`src/stt_pkg.sv`:
```
// Shared types, codes and character classes for the source text tokenizer.
// Used by stt_dp, stt_ctrl and source_text_tokenizer_top; depends on nothing.

package stt_pkg;

  localparam int CHAR_W      = 8;
  localparam int KIND_W      = 5;
  localparam int KW_COUNT    = 7;
  localparam int KW_MAX_LEN  = 5;

  // Scan modes of the open token
  localparam logic [1:0] MODE_IDLE   = 2'd0;
  localparam logic [1:0] MODE_STRING = 2'd1;
  localparam logic [1:0] MODE_NUMBER = 2'd2;
  localparam logic [1:0] MODE_IDENT  = 2'd3;

  // Token kinds
  localparam logic [KIND_W-1:0] KIND_NUMBER  = 5'd0;
  localparam logic [KIND_W-1:0] KIND_STRING  = 5'd1;
  localparam logic [KIND_W-1:0] KIND_IDENT   = 5'd2;
  localparam logic [KIND_W-1:0] KIND_ASSIGN  = 5'd3;
  localparam logic [KIND_W-1:0] KIND_PLUS    = 5'd4;
  localparam logic [KIND_W-1:0] KIND_MINUS   = 5'd5;
  localparam logic [KIND_W-1:0] KIND_MULT    = 5'd6;
  localparam logic [KIND_W-1:0] KIND_DIV     = 5'd7;
  localparam logic [KIND_W-1:0] KIND_LPAREN  = 5'd8;
  localparam logic [KIND_W-1:0] KIND_RPAREN  = 5'd9;
  localparam logic [KIND_W-1:0] KIND_COMMA   = 5'd10;
  localparam logic [KIND_W-1:0] KIND_KW_BASE = 5'd11;
  localparam logic [KIND_W-1:0] KIND_EOF     = 5'd18;
  // Operator lookup miss (no operator ever has the number kind)
  localparam logic [KIND_W-1:0] KIND_NONE    = 5'd0;

  // Input op codes
  localparam logic OP_CHAR = 1'b0;
  localparam logic OP_EOT  = 1'b1;

  // Characters with a special meaning
  localparam logic [CHAR_W-1:0] CH_DQUOTE = 8'h22;
  localparam logic [CHAR_W-1:0] CH_SQUOTE = 8'h27;
  localparam logic [CHAR_W-1:0] CH_UNDER  = 8'h5F;

  typedef logic [KW_COUNT-1:0] kw_match_t;

  // Commands from the controller to the datapath
  typedef struct packed {
    logic take;         // latch the input item
    logic plan;         // decide the item, append or update the token count
    logic rd;           // read the buffer at the emit index
    logic load_char;    // load one buffered character into the output register
    logic load_empty;   // load an empty-valued result of the closed token
    logic load_follow;  // load the operator or end-of-text result
    logic apply;        // commit the next scan state
  } dp_cmd_t;

  // Status from the datapath to the controller
  typedef struct packed {
    logic append;       // character joins the open token
    logic close;        // open token gets emitted
    logic empty;        // open token holds no character
    logic plan_follow;  // a single result follows the closed token (decide cycle)
    logic follow;       // same, as registered at the decide cycle
    logic last_char;    // emit index is at the last buffered character
    logic out_free;     // output register can take a result
  } dp_stat_t;

  function automatic logic is_digit(input logic [CHAR_W-1:0] c);
    return (c >= 8'h30) && (c <= 8'h39);
  endfunction

  function automatic logic is_alpha(input logic [CHAR_W-1:0] c);
    return ((c >= 8'h61) && (c <= 8'h7A)) || ((c >= 8'h41) && (c <= 8'h5A));
  endfunction

  function automatic logic is_space(input logic [CHAR_W-1:0] c);
    return (c == 8'h20) || (c == 8'h09) || (c == 8'h0A) || (c == 8'h0D);
  endfunction

  function automatic logic is_word(input logic [CHAR_W-1:0] c);
    return is_alpha(c) || is_digit(c) || (c == CH_UNDER);
  endfunction

  function automatic logic [KIND_W-1:0] op_kind(input logic [CHAR_W-1:0] c);
    logic [KIND_W-1:0] k;
    case (c)
      8'h3D:   k = KIND_ASSIGN;
      8'h2B:   k = KIND_PLUS;
      8'h2D:   k = KIND_MINUS;
      8'h2A:   k = KIND_MULT;
      8'h2F:   k = KIND_DIV;
      8'h28:   k = KIND_LPAREN;
      8'h29:   k = KIND_RPAREN;
      8'h2C:   k = KIND_COMMA;
      default: k = KIND_NONE;
    endcase
    return k;
  endfunction

  // Keyword text, left aligned, padded with zero bytes
  function automatic logic [KW_MAX_LEN*CHAR_W-1:0] kw_text(input logic [2:0] k);
    logic [KW_MAX_LEN*CHAR_W-1:0] t;
    case (k)
      3'd0:    t = "print";
      3'd1:    t = {"if", 24'h0};
      3'd2:    t = {"else", 8'h0};
      3'd3:    t = {"for", 16'h0};
      3'd4:    t = {"in", 24'h0};
      3'd5:    t = {"def", 16'h0};
      3'd6:    t = "range";
      default: t = '0;
    endcase
    return t;
  endfunction

  function automatic logic [2:0] kw_len(input logic [2:0] k);
    logic [2:0] n;
    case (k)
      3'd0:    n = 3'd5;
      3'd1:    n = 3'd2;
      3'd2:    n = 3'd4;
      3'd3:    n = 3'd3;
      3'd4:    n = 3'd2;
      3'd5:    n = 3'd3;
      3'd6:    n = 3'd5;
      default: n = 3'd0;
    endcase
    return n;
  endfunction

  // Character of keyword k at position pos (zero past its end)
  function automatic logic [CHAR_W-1:0] kw_char(input logic [2:0] k, input logic [2:0] pos);
    logic [KW_MAX_LEN*CHAR_W-1:0] t;
    logic [CHAR_W-1:0]            c;
    t = kw_text(k);
    case (pos)
      3'd0:    c = t[39:32];
      3'd1:    c = t[31:24];
      3'd2:    c = t[23:16];
      3'd3:    c = t[15:8];
      3'd4:    c = t[7:0];
      default: c = '0;
    endcase
    return c;
  endfunction

endpackage

```
`src/stt_dp.sv`:
```
// Datapath of the source text tokenizer: input latch, scan state, token buffer
// memory, keyword match tracking and the output register. Uses stt_pkg.

module stt_dp
  import stt_pkg::*;
#(
  parameter int TOKEN_TEXT_MAX = 64
) (
  input  logic               clk,
  input  logic               rst,
  input  dp_cmd_t            cmd,
  output dp_stat_t           stat,
  input  logic               in_op,
  input  logic [CHAR_W-1:0]  in_char,
  input  logic [7:0]         token_limit,
  output logic               out_valid,
  input  logic               out_ready,
  output logic [KIND_W-1:0]  out_kind,
  output logic [CHAR_W-1:0]  out_char,
  output logic               out_char_valid,
  output logic               out_token_end,
  output logic               out_run_last
);

  localparam int DEPTH = TOKEN_TEXT_MAX - 1;
  localparam int AW    = $clog2(TOKEN_TEXT_MAX);
  localparam logic [AW-1:0] CAP = AW'(TOKEN_TEXT_MAX - 1);

  // Latched input item
  logic              op_r;
  logic [CHAR_W-1:0] char_r;

  // Scan state
  logic [1:0]    mode;
  logic          quote;
  logic [AW-1:0] len;
  logic [7:0]    count;
  kw_match_t     match;

  // Emission
  logic [CHAR_W-1:0] mem [DEPTH];
  logic [CHAR_W-1:0] rd_data;
  logic [AW-1:0]     idx;

  // Plan registered at the decide cycle
  logic              p_follow;
  logic [KIND_W-1:0] p_follow_kind;
  logic [1:0]        p_start_mode;
  logic              p_start_quote;
  logic [KIND_W-1:0] close_kind_r;

  // Decide logic
  logic [CHAR_W-1:0] q_char;
  logic              grow;
  logic              app;
  logic              quote_end;
  logic              close;
  logic [7:0]        cnt1;
  logic              fresh;
  logic [KIND_W-1:0] c_op;
  logic              follow;
  logic [KIND_W-1:0] follow_kind;
  logic [1:0]        start_mode;
  logic              start_quote;
  logic [7:0]        count_next;
  logic [KIND_W-1:0] close_kind;
  kw_match_t         match_app;
  kw_match_t         match_init;
  logic              p_keep;
  logic              mem_we;
  logic [AW-1:0]     mem_wa;
  logic              last_char;
  logic              load_any;

  // Classify the latched item against the open token
  always_comb begin
    q_char = quote ? CH_SQUOTE : CH_DQUOTE;
    case (mode)
      MODE_STRING: grow = (char_r != q_char);
      MODE_NUMBER: grow = is_digit(char_r);
      MODE_IDENT:  grow = is_word(char_r);
      default:     grow = 1'b0;
    endcase
    app       = (op_r == OP_CHAR) && grow && (len != CAP);
    quote_end = (op_r == OP_CHAR) && (mode == MODE_STRING) && (char_r == q_char);
    close     = (mode != MODE_IDLE) && !app;
    cnt1      = count + {7'd0, close};
    fresh     = (op_r == OP_CHAR) && !app && !quote_end && (cnt1 < token_limit);
    c_op      = op_kind(char_r);

    if (op_r == OP_EOT) begin
      follow      = 1'b1;
      follow_kind = KIND_EOF;
    end else begin
      follow      = fresh && (c_op != KIND_NONE);
      follow_kind = c_op;
    end

    start_mode = MODE_IDLE;
    if (fresh) begin
      if ((char_r == CH_DQUOTE) || (char_r == CH_SQUOTE)) begin
        start_mode = MODE_STRING;
      end else if (is_digit(char_r)) begin
        start_mode = MODE_NUMBER;
      end else if (is_alpha(char_r) || (char_r == CH_UNDER)) begin
        start_mode = MODE_IDENT;
      end
    end
    start_quote = fresh && (char_r == CH_SQUOTE);
    count_next  = (op_r == OP_EOT) ? 8'd0 : (cnt1 + {7'd0, follow});
  end

  // Track keyword prefixes as characters arrive, resolve at close
  always_comb begin
    close_kind = KIND_IDENT;
    for (int k = 0; k < KW_COUNT; k++) begin
      match_app[k]  = match[k] && (len < AW'(KW_MAX_LEN)) &&
                      (kw_char(3'(k), len[2:0]) == char_r);
      match_init[k] = (kw_char(3'(k), 3'd0) == char_r);
      if (match[k] && (len == AW'(kw_len(3'(k))))) begin
        close_kind = KIND_KW_BASE + KIND_W'(k);
      end
    end
    case (mode)
      MODE_STRING: close_kind = KIND_STRING;
      MODE_NUMBER: close_kind = KIND_NUMBER;
      default:     ;
    endcase
  end

  assign p_keep    = (p_start_mode == MODE_NUMBER) || (p_start_mode == MODE_IDENT);
  assign mem_we    = (cmd.plan && app) || (cmd.apply && p_keep);
  assign mem_wa    = cmd.apply ? '0 : len;
  assign last_char = (idx == (len - 1'b1));
  assign load_any  = cmd.load_char || cmd.load_empty || cmd.load_follow;

  // Latch the accepted item
  always_ff @(posedge clk) begin
    if (cmd.take) begin
      op_r   <= in_op;
      char_r <= in_char;
    end
  end

  // Token buffer: one write port, registered read
  always_ff @(posedge clk) begin
    if (mem_we) begin
      mem[mem_wa] <= char_r;
    end
    if (cmd.rd) begin
      rd_data <= mem[idx];
    end
  end

  // Scan state, plan and emit index
  always_ff @(posedge clk) begin
    if (rst) begin
      mode          <= MODE_IDLE;
      quote         <= 1'b0;
      len           <= '0;
      count         <= '0;
      match         <= '0;
      idx           <= '0;
      p_follow      <= 1'b0;
      p_follow_kind <= KIND_NONE;
      p_start_mode  <= MODE_IDLE;
      p_start_quote <= 1'b0;
      close_kind_r  <= KIND_NONE;
    end else begin
      if (cmd.plan) begin
        count         <= count_next;
        p_follow      <= follow;
        p_follow_kind <= follow_kind;
        p_start_mode  <= start_mode;
        p_start_quote <= start_quote;
        close_kind_r  <= close_kind;
        if (app) begin
          len   <= len + 1'b1;
          match <= match_app;
        end
      end
      if (cmd.load_char) begin
        idx <= last_char ? '0 : (idx + 1'b1);
      end
      if (cmd.apply) begin
        mode  <= p_start_mode;
        quote <= p_start_quote;
        len   <= p_keep ? AW'(1) : '0;
        match <= match_init;
      end
    end
  end

  // Output register
  always_ff @(posedge clk) begin
    if (rst) begin
      out_valid <= 1'b0;
    end else if (load_any) begin
      out_valid <= 1'b1;
    end else if (out_ready) begin
      out_valid <= 1'b0;
    end
  end

  always_ff @(posedge clk) begin
    if (cmd.load_char) begin
      out_kind       <= close_kind_r;
      out_char       <= rd_data;
      out_char_valid <= 1'b1;
      out_token_end  <= last_char;
      out_run_last   <= last_char && !p_follow;
    end else if (cmd.load_empty) begin
      out_kind       <= close_kind_r;
      out_char       <= '0;
      out_char_valid <= 1'b0;
      out_token_end  <= 1'b1;
      out_run_last   <= !p_follow;
    end else if (cmd.load_follow) begin
      out_kind       <= p_follow_kind;
      out_char       <= '0;
      out_char_valid <= 1'b0;
      out_token_end  <= 1'b1;
      out_run_last   <= 1'b1;
    end
  end

  // Status to the controller
  always_comb begin
    stat.append      = app;
    stat.close       = close;
    stat.empty       = (len == '0);
    stat.plan_follow = follow;
    stat.follow      = p_follow;
    stat.last_char   = last_char;
    stat.out_free    = !out_valid || out_ready;
  end

endmodule

```
`src/stt_ctrl.sv`:
```
// Controller of the source text tokenizer: sequences decide, token emission,
// the trailing single result and the state commit. Uses stt_pkg.

module stt_ctrl
  import stt_pkg::*;
(
  input  logic     clk,
  input  logic     rst,
  input  logic     in_valid,
  output logic     in_ready,
  input  dp_stat_t stat,
  output dp_cmd_t  cmd
);

  localparam logic [2:0] S_IDLE   = 3'd0;
  localparam logic [2:0] S_DECIDE = 3'd1;
  localparam logic [2:0] S_RD     = 3'd2;
  localparam logic [2:0] S_WR     = 3'd3;
  localparam logic [2:0] S_EMPTY  = 3'd4;
  localparam logic [2:0] S_FOLLOW = 3'd5;
  localparam logic [2:0] S_APPLY  = 3'd6;

  logic [2:0] state;
  logic [2:0] state_next;

  assign in_ready = (state == S_IDLE);

  // Next state and commands
  always_comb begin
    state_next = state;
    cmd        = '0;
    unique case (state)
      S_IDLE: begin
        if (in_valid) begin
          cmd.take   = 1'b1;
          state_next = S_DECIDE;
        end
      end
      S_DECIDE: begin
        cmd.plan = 1'b1;
        if (stat.append) begin
          state_next = S_IDLE;
        end else if (stat.close) begin
          state_next = stat.empty ? S_EMPTY : S_RD;
        end else if (stat.plan_follow) begin
          state_next = S_FOLLOW;
        end else begin
          state_next = S_APPLY;
        end
      end
      S_RD: begin
        cmd.rd     = 1'b1;
        state_next = S_WR;
      end
      S_WR: begin
        if (stat.out_free) begin
          cmd.load_char = 1'b1;
          if (stat.last_char) begin
            state_next = stat.follow ? S_FOLLOW : S_APPLY;
          end else begin
            state_next = S_RD;
          end
        end
      end
      S_EMPTY: begin
        if (stat.out_free) begin
          cmd.load_empty = 1'b1;
          state_next     = stat.follow ? S_FOLLOW : S_APPLY;
        end
      end
      S_FOLLOW: begin
        if (stat.out_free) begin
          cmd.load_follow = 1'b1;
          state_next      = S_APPLY;
        end
      end
      S_APPLY: begin
        cmd.apply  = 1'b1;
        state_next = S_IDLE;
      end
      default: begin
        state_next = S_IDLE;
      end
    endcase
  end

  always_ff @(posedge clk) begin
    if (rst) begin
      state <= S_IDLE;
    end else begin
      state <= state_next;
    end
  end

endmodule

```
`src/source_text_tokenizer_top.sv`:
```
// Top level of the source text tokenizer: stream ports, configuration register
// and the controller/datapath pair. Uses stt_pkg, stt_ctrl and stt_dp.
//
//   Channel   Direction  Handshake        Payload
//   s_*       in         s_tvalid/tready  tdata char_in, tuser op
//   m_*       out        m_tvalid/tready  tdata value_char, tuser kind/flags, tlast
//   APB       in         psel/penable     token_limit at byte address 0
//
// A text character that extends the open token is taken and decided; any other item
// also goes through a buffer read and an output load per character of a closed token
// (a single load for an empty token), a load for a trailing operator or end-of-text
// result, and the state commit. The read and load of a character do not overlap.
// Reset is synchronous; no clearing pass is needed. s_tready stays low while an
// item is in work; a stalled m_tready holds the emission loop in place.

module source_text_tokenizer_top
  import stt_pkg::*;
#(
  parameter int TOKEN_TEXT_MAX = 64
) (
  input  logic        clk,
  input  logic        rst,
  // slave stream
  input  logic        s_tvalid,
  output logic        s_tready,
  input  logic [7:0]  s_tdata,   // [7:0] char_in
  input  logic        s_tuser,   // [0] op
  // master stream
  output logic        m_tvalid,
  input  logic        m_tready,
  output logic [7:0]  m_tdata,   // [7:0] value_char
  output logic [6:0]  m_tuser,   // [4:0] token_kind, [5] char_valid, [6] token_end
  output logic        m_tlast,   // run_last
  // configuration
  input  logic        psel,
  input  logic        penable,
  input  logic        pwrite,
  input  logic [2:0]  paddr,
  input  logic [31:0] pwdata,
  output logic [31:0] prdata,
  output logic        pready
);

  localparam logic REG_TOKEN_LIMIT = 1'b0;

  logic [7:0]        token_limit;
  dp_cmd_t           cmd;
  dp_stat_t          stat;
  logic [KIND_W-1:0] out_kind;
  logic              out_char_valid;
  logic              out_token_end;

  // Configuration register
  assign pready = 1'b1;
  assign prdata = (paddr[2] == REG_TOKEN_LIMIT) ? {24'd0, token_limit} : 32'd0;

  always_ff @(posedge clk) begin
    if (rst) begin
      token_limit <= 8'd128;
    end else if (psel && penable && pwrite && pready && (paddr[2] == REG_TOKEN_LIMIT)) begin
      token_limit <= pwdata[7:0];
    end
  end

  stt_ctrl u_ctrl (
    .clk      (clk),
    .rst      (rst),
    .in_valid (s_tvalid),
    .in_ready (s_tready),
    .stat     (stat),
    .cmd      (cmd)
  );

  stt_dp #(
    .TOKEN_TEXT_MAX (TOKEN_TEXT_MAX)
  ) u_dp (
    .clk            (clk),
    .rst            (rst),
    .cmd            (cmd),
    .stat           (stat),
    .in_op          (s_tuser),
    .in_char        (s_tdata),
    .token_limit    (token_limit),
    .out_valid      (m_tvalid),
    .out_ready      (m_tready),
    .out_kind       (out_kind),
    .out_char       (m_tdata),
    .out_char_valid (out_char_valid),
    .out_token_end  (out_token_end),
    .out_run_last   (m_tlast)
  );

  assign m_tuser = {out_token_end, out_char_valid, out_kind};

  // An accepted item holds s_tready low on the next clock
  a_take_blocks: assert property (@(posedge clk) disable iff (rst)
    (s_tvalid && s_tready) |=> !s_tready)
    else $error("input accepted on two consecutive cycles");

  // The last result of a run always closes a token
  a_last_ends_token: assert property (@(posedge clk) disable iff (rst)
    (m_tvalid && m_tlast) |-> m_tuser[6])
    else $error("run ends inside a token");

  // An empty value carries a zero character
  a_empty_zero: assert property (@(posedge clk) disable iff (rst)
    (m_tvalid && !m_tuser[5]) |-> (m_tdata == 8'd0))
    else $error("empty value with nonzero character");

  // End of text is the last result of its run
  a_eof_last: assert property (@(posedge clk) disable iff (rst)
    (m_tvalid && (m_tuser[4:0] == KIND_EOF)) |-> (m_tlast && !m_tuser[5]))
    else $error("end-of-text result not last or carries a character");

endmodule

```
`config.mk`:
```
export PLATFORM = sky130hd
export DESIGN_NAME = source_text_tokenizer_top
export DESIGN_NICKNAME = d
export VERILOG_FILES = /design/src/stt_pkg.sv /design/src/stt_dp.sv /design/src/stt_ctrl.sv /design/src/source_text_tokenizer_top.sv
export SDC_FILE = /design/constraint.sdc
export NUM_CORES = 1
export LEC_CHECK = 0
export ABC_AREA = 1
export ABC_CLOCK_PERIOD_IN_PS = 4700
export BUFFER_PORTS_ARGS = -buffer_cell sky130_fd_sc_hd__buf_2
export CAP_MARGIN = 20
export CELL_PAD_IN_SITES_DETAIL_PLACEMENT = 1
export CELL_PAD_IN_SITES_GLOBAL_PLACEMENT = 1
export CORE_MARGIN = 4
export CORE_UTILIZATION = 45
export DETAILED_ROUTE_END_ITERATION = 12
export PLACE_DENSITY = 0.74
export RECOVER_POWER = 100
export SLEW_MARGIN = 20
export SYNTH_ARGS = -nofsm -noshare
export SYNTH_HDL_FRONTEND = slang
export SYNTH_SLANG_ARGS = --single-unit
```
`constraint.sdc`:
```
create_clock -name clk -period 4.7 [get_ports clk]
set_input_delay 0.47 -clock clk [delete_from_list [all_inputs] [get_ports clk]]
set_output_delay 0.47 -clock clk [all_outputs]
set_load 0.01 [all_outputs]
```
==> flow_summary_export.csv <==
group,metric,value,unit
outcome,status,"finished with violations",
outcome,violations,"capacitance limit, slew limit",
routing,ant_nets,0,
yosys,yosysTopAreaCell,"edfxtp_1",
yosys,synth_common_cells,"edfxtp_1, nor2_1, o21ai_0, nand2_1, inv_1",
yosys,muxShareOfSynthArea,0,%
pwr,p_comb_share,13.6,%
yosys,yosysWarnings,0,
pwr,intPower,0.009013,W
cells_and_area,area_delta_synth_final,10.95,%
pwr,switchingPower,0.003417,W
routing,post-route-drc-count,0,
cells_and_area,final_nets,2382,
die,die_w,246.3,um
flow_run,maxCapViolations,10,
clock_network,clk_pin_slew,0.06,ns
yosys,yosys_register_bits,593,
routing,wl,76440,um
clock_network,cts_root_buffer,"clkbuf_16",
die,core_area,56280,sq um
worst_setup_path,cp-end-kind,"flip-flop",
clock_network,cts_buffer_depth,3,
routing,dr.pass1.iters,7,
yosys,synth_top_area_share,62.99,%
worst_setup_path,critPathLaunchType,"flip-flop",
die,die_y,246.3,um
timing,worst_pin_slew,3.138,ns
yosys,yosys.area_share.adder,1.126,%
global_route,grt_start_max_net_pins,128,
yosys,synth_xor_area_share,0.9255,%
place,dp_hpwl,47580,um
yosys,synth_compound_area_share,12.21,%
yosys,synthCells,2259,
timing,setup_ws,0.2292,ns
clock_network,cts.hold.buffers_added,0,
routing,initialDrtViolationCount,1640,
clock_network,worstSkewPairLatency,0.63,ns
clock_network,numCtsBuffers,60,
timing,setup_viol,0,
global_route,grt_usage,24.80,%
yosys,synth_top_family_by_area,"simple AND/OR/NAND/NOR gates",
worst_setup_path,crit_arrival,4.95,ns
global_route,grt_pass1_vias,19310,
worst_setup_path,worstPathRequired,5.18,ns
cells_and_area,diodes,0,
timing,relSlewSlack,-109.2,%
yosys,synth_area,25550,sq um
yosys,avgSynthCellArea,11.31,sq um
timing,hold_viol,0,
pwr,peakVddDrop,0.2417,mV
routing,drt-vias-per-instance,5.858,
die,initial_core_util,45.40,%
pwr,p_leak,9.519,nW
worst_setup_path,crit_slowest_cell,"edfxtp_1",
routing,vias,18210,
cells_and_area,multi_input_area,7237,sq um
yosys,yosys.area_share.simple,13.29,%
timing,min_period,4.471,ns
cells_and_area,drive_above_1_share,8.929,%
yosys,ys_seq_area_share,67.46,%
place,place_ws,0.06511,ns
pwr,switching_share,27.49,%
worst_hold_path,worstHoldPathType,"in -> reg",
timing,slew_violations,576,
worst_hold_path,hold_depth,1,
place,gp_congestion,0.8672,
routing,post_drt_wl_per_cell,24.59,um
worst_setup_path,rr_worst_depth,35,
yosys,ys_async_sr_fraction,0,%
die,io_pins,102,
clock_network,cts_tree,"yes",
yosys,ys_types,57,
die,die_area,60660,sq um
cells_and_area,stdcell_count,3108,
global_route,antenna_found_initial,0,
place,portBuffers,50,
clock_network,clock-sinks,593,
worst_setup_path,critical_path_class,"reg -> reg",
yosys,synth_most_common_cell,"edfxtp_1",
timing,tns,0,ns
pwr,power_frac_seq,51.1,%
pwr,power.density_cell_area,438.5,nW/um^2
yosys,synth.area.top_cells,"edfxtp_1, nor2_1, o21ai_0",
yosys,ys.flop_type,"edfxtp_1",
clock_network,htree_levels,2,
yosys,synth-edff-count,536,
timing,max_freq,0.2237,GHz
place,dp_cells,2988,
cells_and_area,fill_cells,5965,
die,fp-row-count,87,
global_route,grt.overflow.total,0,
timing,finClkSkew,0.03142,ns
cells_and_area,final-seq-area,17250,sq um
global_route,grt_pass1_wl,114700,um
timing,final.period_utilization,95.12,%
worst_setup_path,cpPeakStageDelay,0.52,ns
pwr,p_clk_share,35.3,%
worst_setup_path,cp_max_fo,6,
-- per-layer routing --
layer | wire length [um] | vias up | track usage [%]
li1 | - | 8144 | -
met3 | 4314 | 165 | 4.049
met4 | 3361 | 0 | 10.63
met5 | 0 | - | 0
met1 | 30730 | 9296 | 31.81
met2 | 38040 | 603 | 41.95
-- timing repair --
item,CTS,global route
setup endpoints to repair,1,4
pin swaps,0,15
setup buffers,2,12
endpoints found under the hold margin,0,0
gates resized for setup,2,32
-- cells in the final DEF, fill, tap and decap left out, types with 17 or more instances in the layout --
master     count
o22ai_1       82
xor2_1        17
nor2_1       396
clkbuf_16     61
clkbuf_1      73
o221ai_1      39
dfxtp_1       54
o21ai_0      294
nand3_1       70
a21oi_1       65
o211ai_1      17
inv_1        111
nand2_1      225
edfxtp_1     536
buf_4         42
conb_1        25
nand4_1       26
nor3_1        23
-- state kept, by name, summed over array words and instances, names as in the netlist, 6 cells and up --
signal         count
u_dp.idx           6
u_dp.char_r        8
token_limit        8
u_dp.count         8
u_dp.mem         504
u_dp.out_char      8
u_dp.match         7
u_dp.rd_data       8
u_dp.len           6
-- critical path: cells and delay by family, from the launching register on --
| kind | cells | cell delay, ns |
|---|---|---|
| buf+inv | 8 | 0.60 |
| compound gates | 4 | 0.60 |
| flops | 1 | 0.52 |
| xor+xnor | 1 | 0.20 |
| fa+ha+maj | 4 | 0.63 |
| simple gates | 18 | 1.75 |
-- power groups by stage --
stage	clock network, W	logic (W)	registers, W
2_1_floorplan	0	0.000873	0.00657
3_3_place_gp	0	0.00162	0.00640
3_5_place_dp	0	0.00170	0.00641
4_1_cts	0.00444	0.00171	0.00630
5_1_grt	0.00466	0.00186	0.00637
6_report	0.00439	0.00169	0.00635
-- final timing paths --
check / from / endpoint / slack [ns]
worst max-delay path: u_dp.char_r[0] / u_dp.count[6] / 0.23
worst min-delay path: s_tuser / u_dp.op_r / 0.04
worst max register to register: u_dp.char_r[0] / u_dp.count[6] / 0.23
worst min register to register: u_dp.p_follow_kind[3] / u_dp.p_follow_kind[3] / 0.47
-- cell type report --
type | instances | share of cell area (%)
Clock buffer | 83 | 5.746
Sequential cell | 593 | 60.83
Inverter | 130 | 1.752
Timing Repair Buffer | 117 | 2.401
Multi-Input combinational cell | 1406 | 25.53
Clock inverter | 23 | 0.4060
Tap cell | 756 | 3.337
-- logic make-up (layout without fill, tap and decap cells) --
family / count (synthesis) / in the layout
compound gates: 543 / 543
xor+xnor: 27 / 27
fa+ha+maj: 23 / 23
buf+inv: 283 / 353
flops: 593 / 593
other cells: 2 / 25
simple gates: 788 / 788
-- per-stage QoR --
stage / utilization, % / hold slack (ns) / cell area (sq um) / total power [W]
finish: 50.37 / 0.03682 / 28350 / 0.01243
global route: 50.37 / 0.01656 / 28350 / 0.01288
CTS: 50.30 / 0.0008840 / 28310 / 0.01246
detailed placement: 47.17 / 0.4623 / 26550 / 0.008108
global placement: 47.17 / 0.4573 / 26550 / 0.008018
floorplan: - / 0.4389 / 25680 / 0.007438
Power figures use the tool's default switching activity.
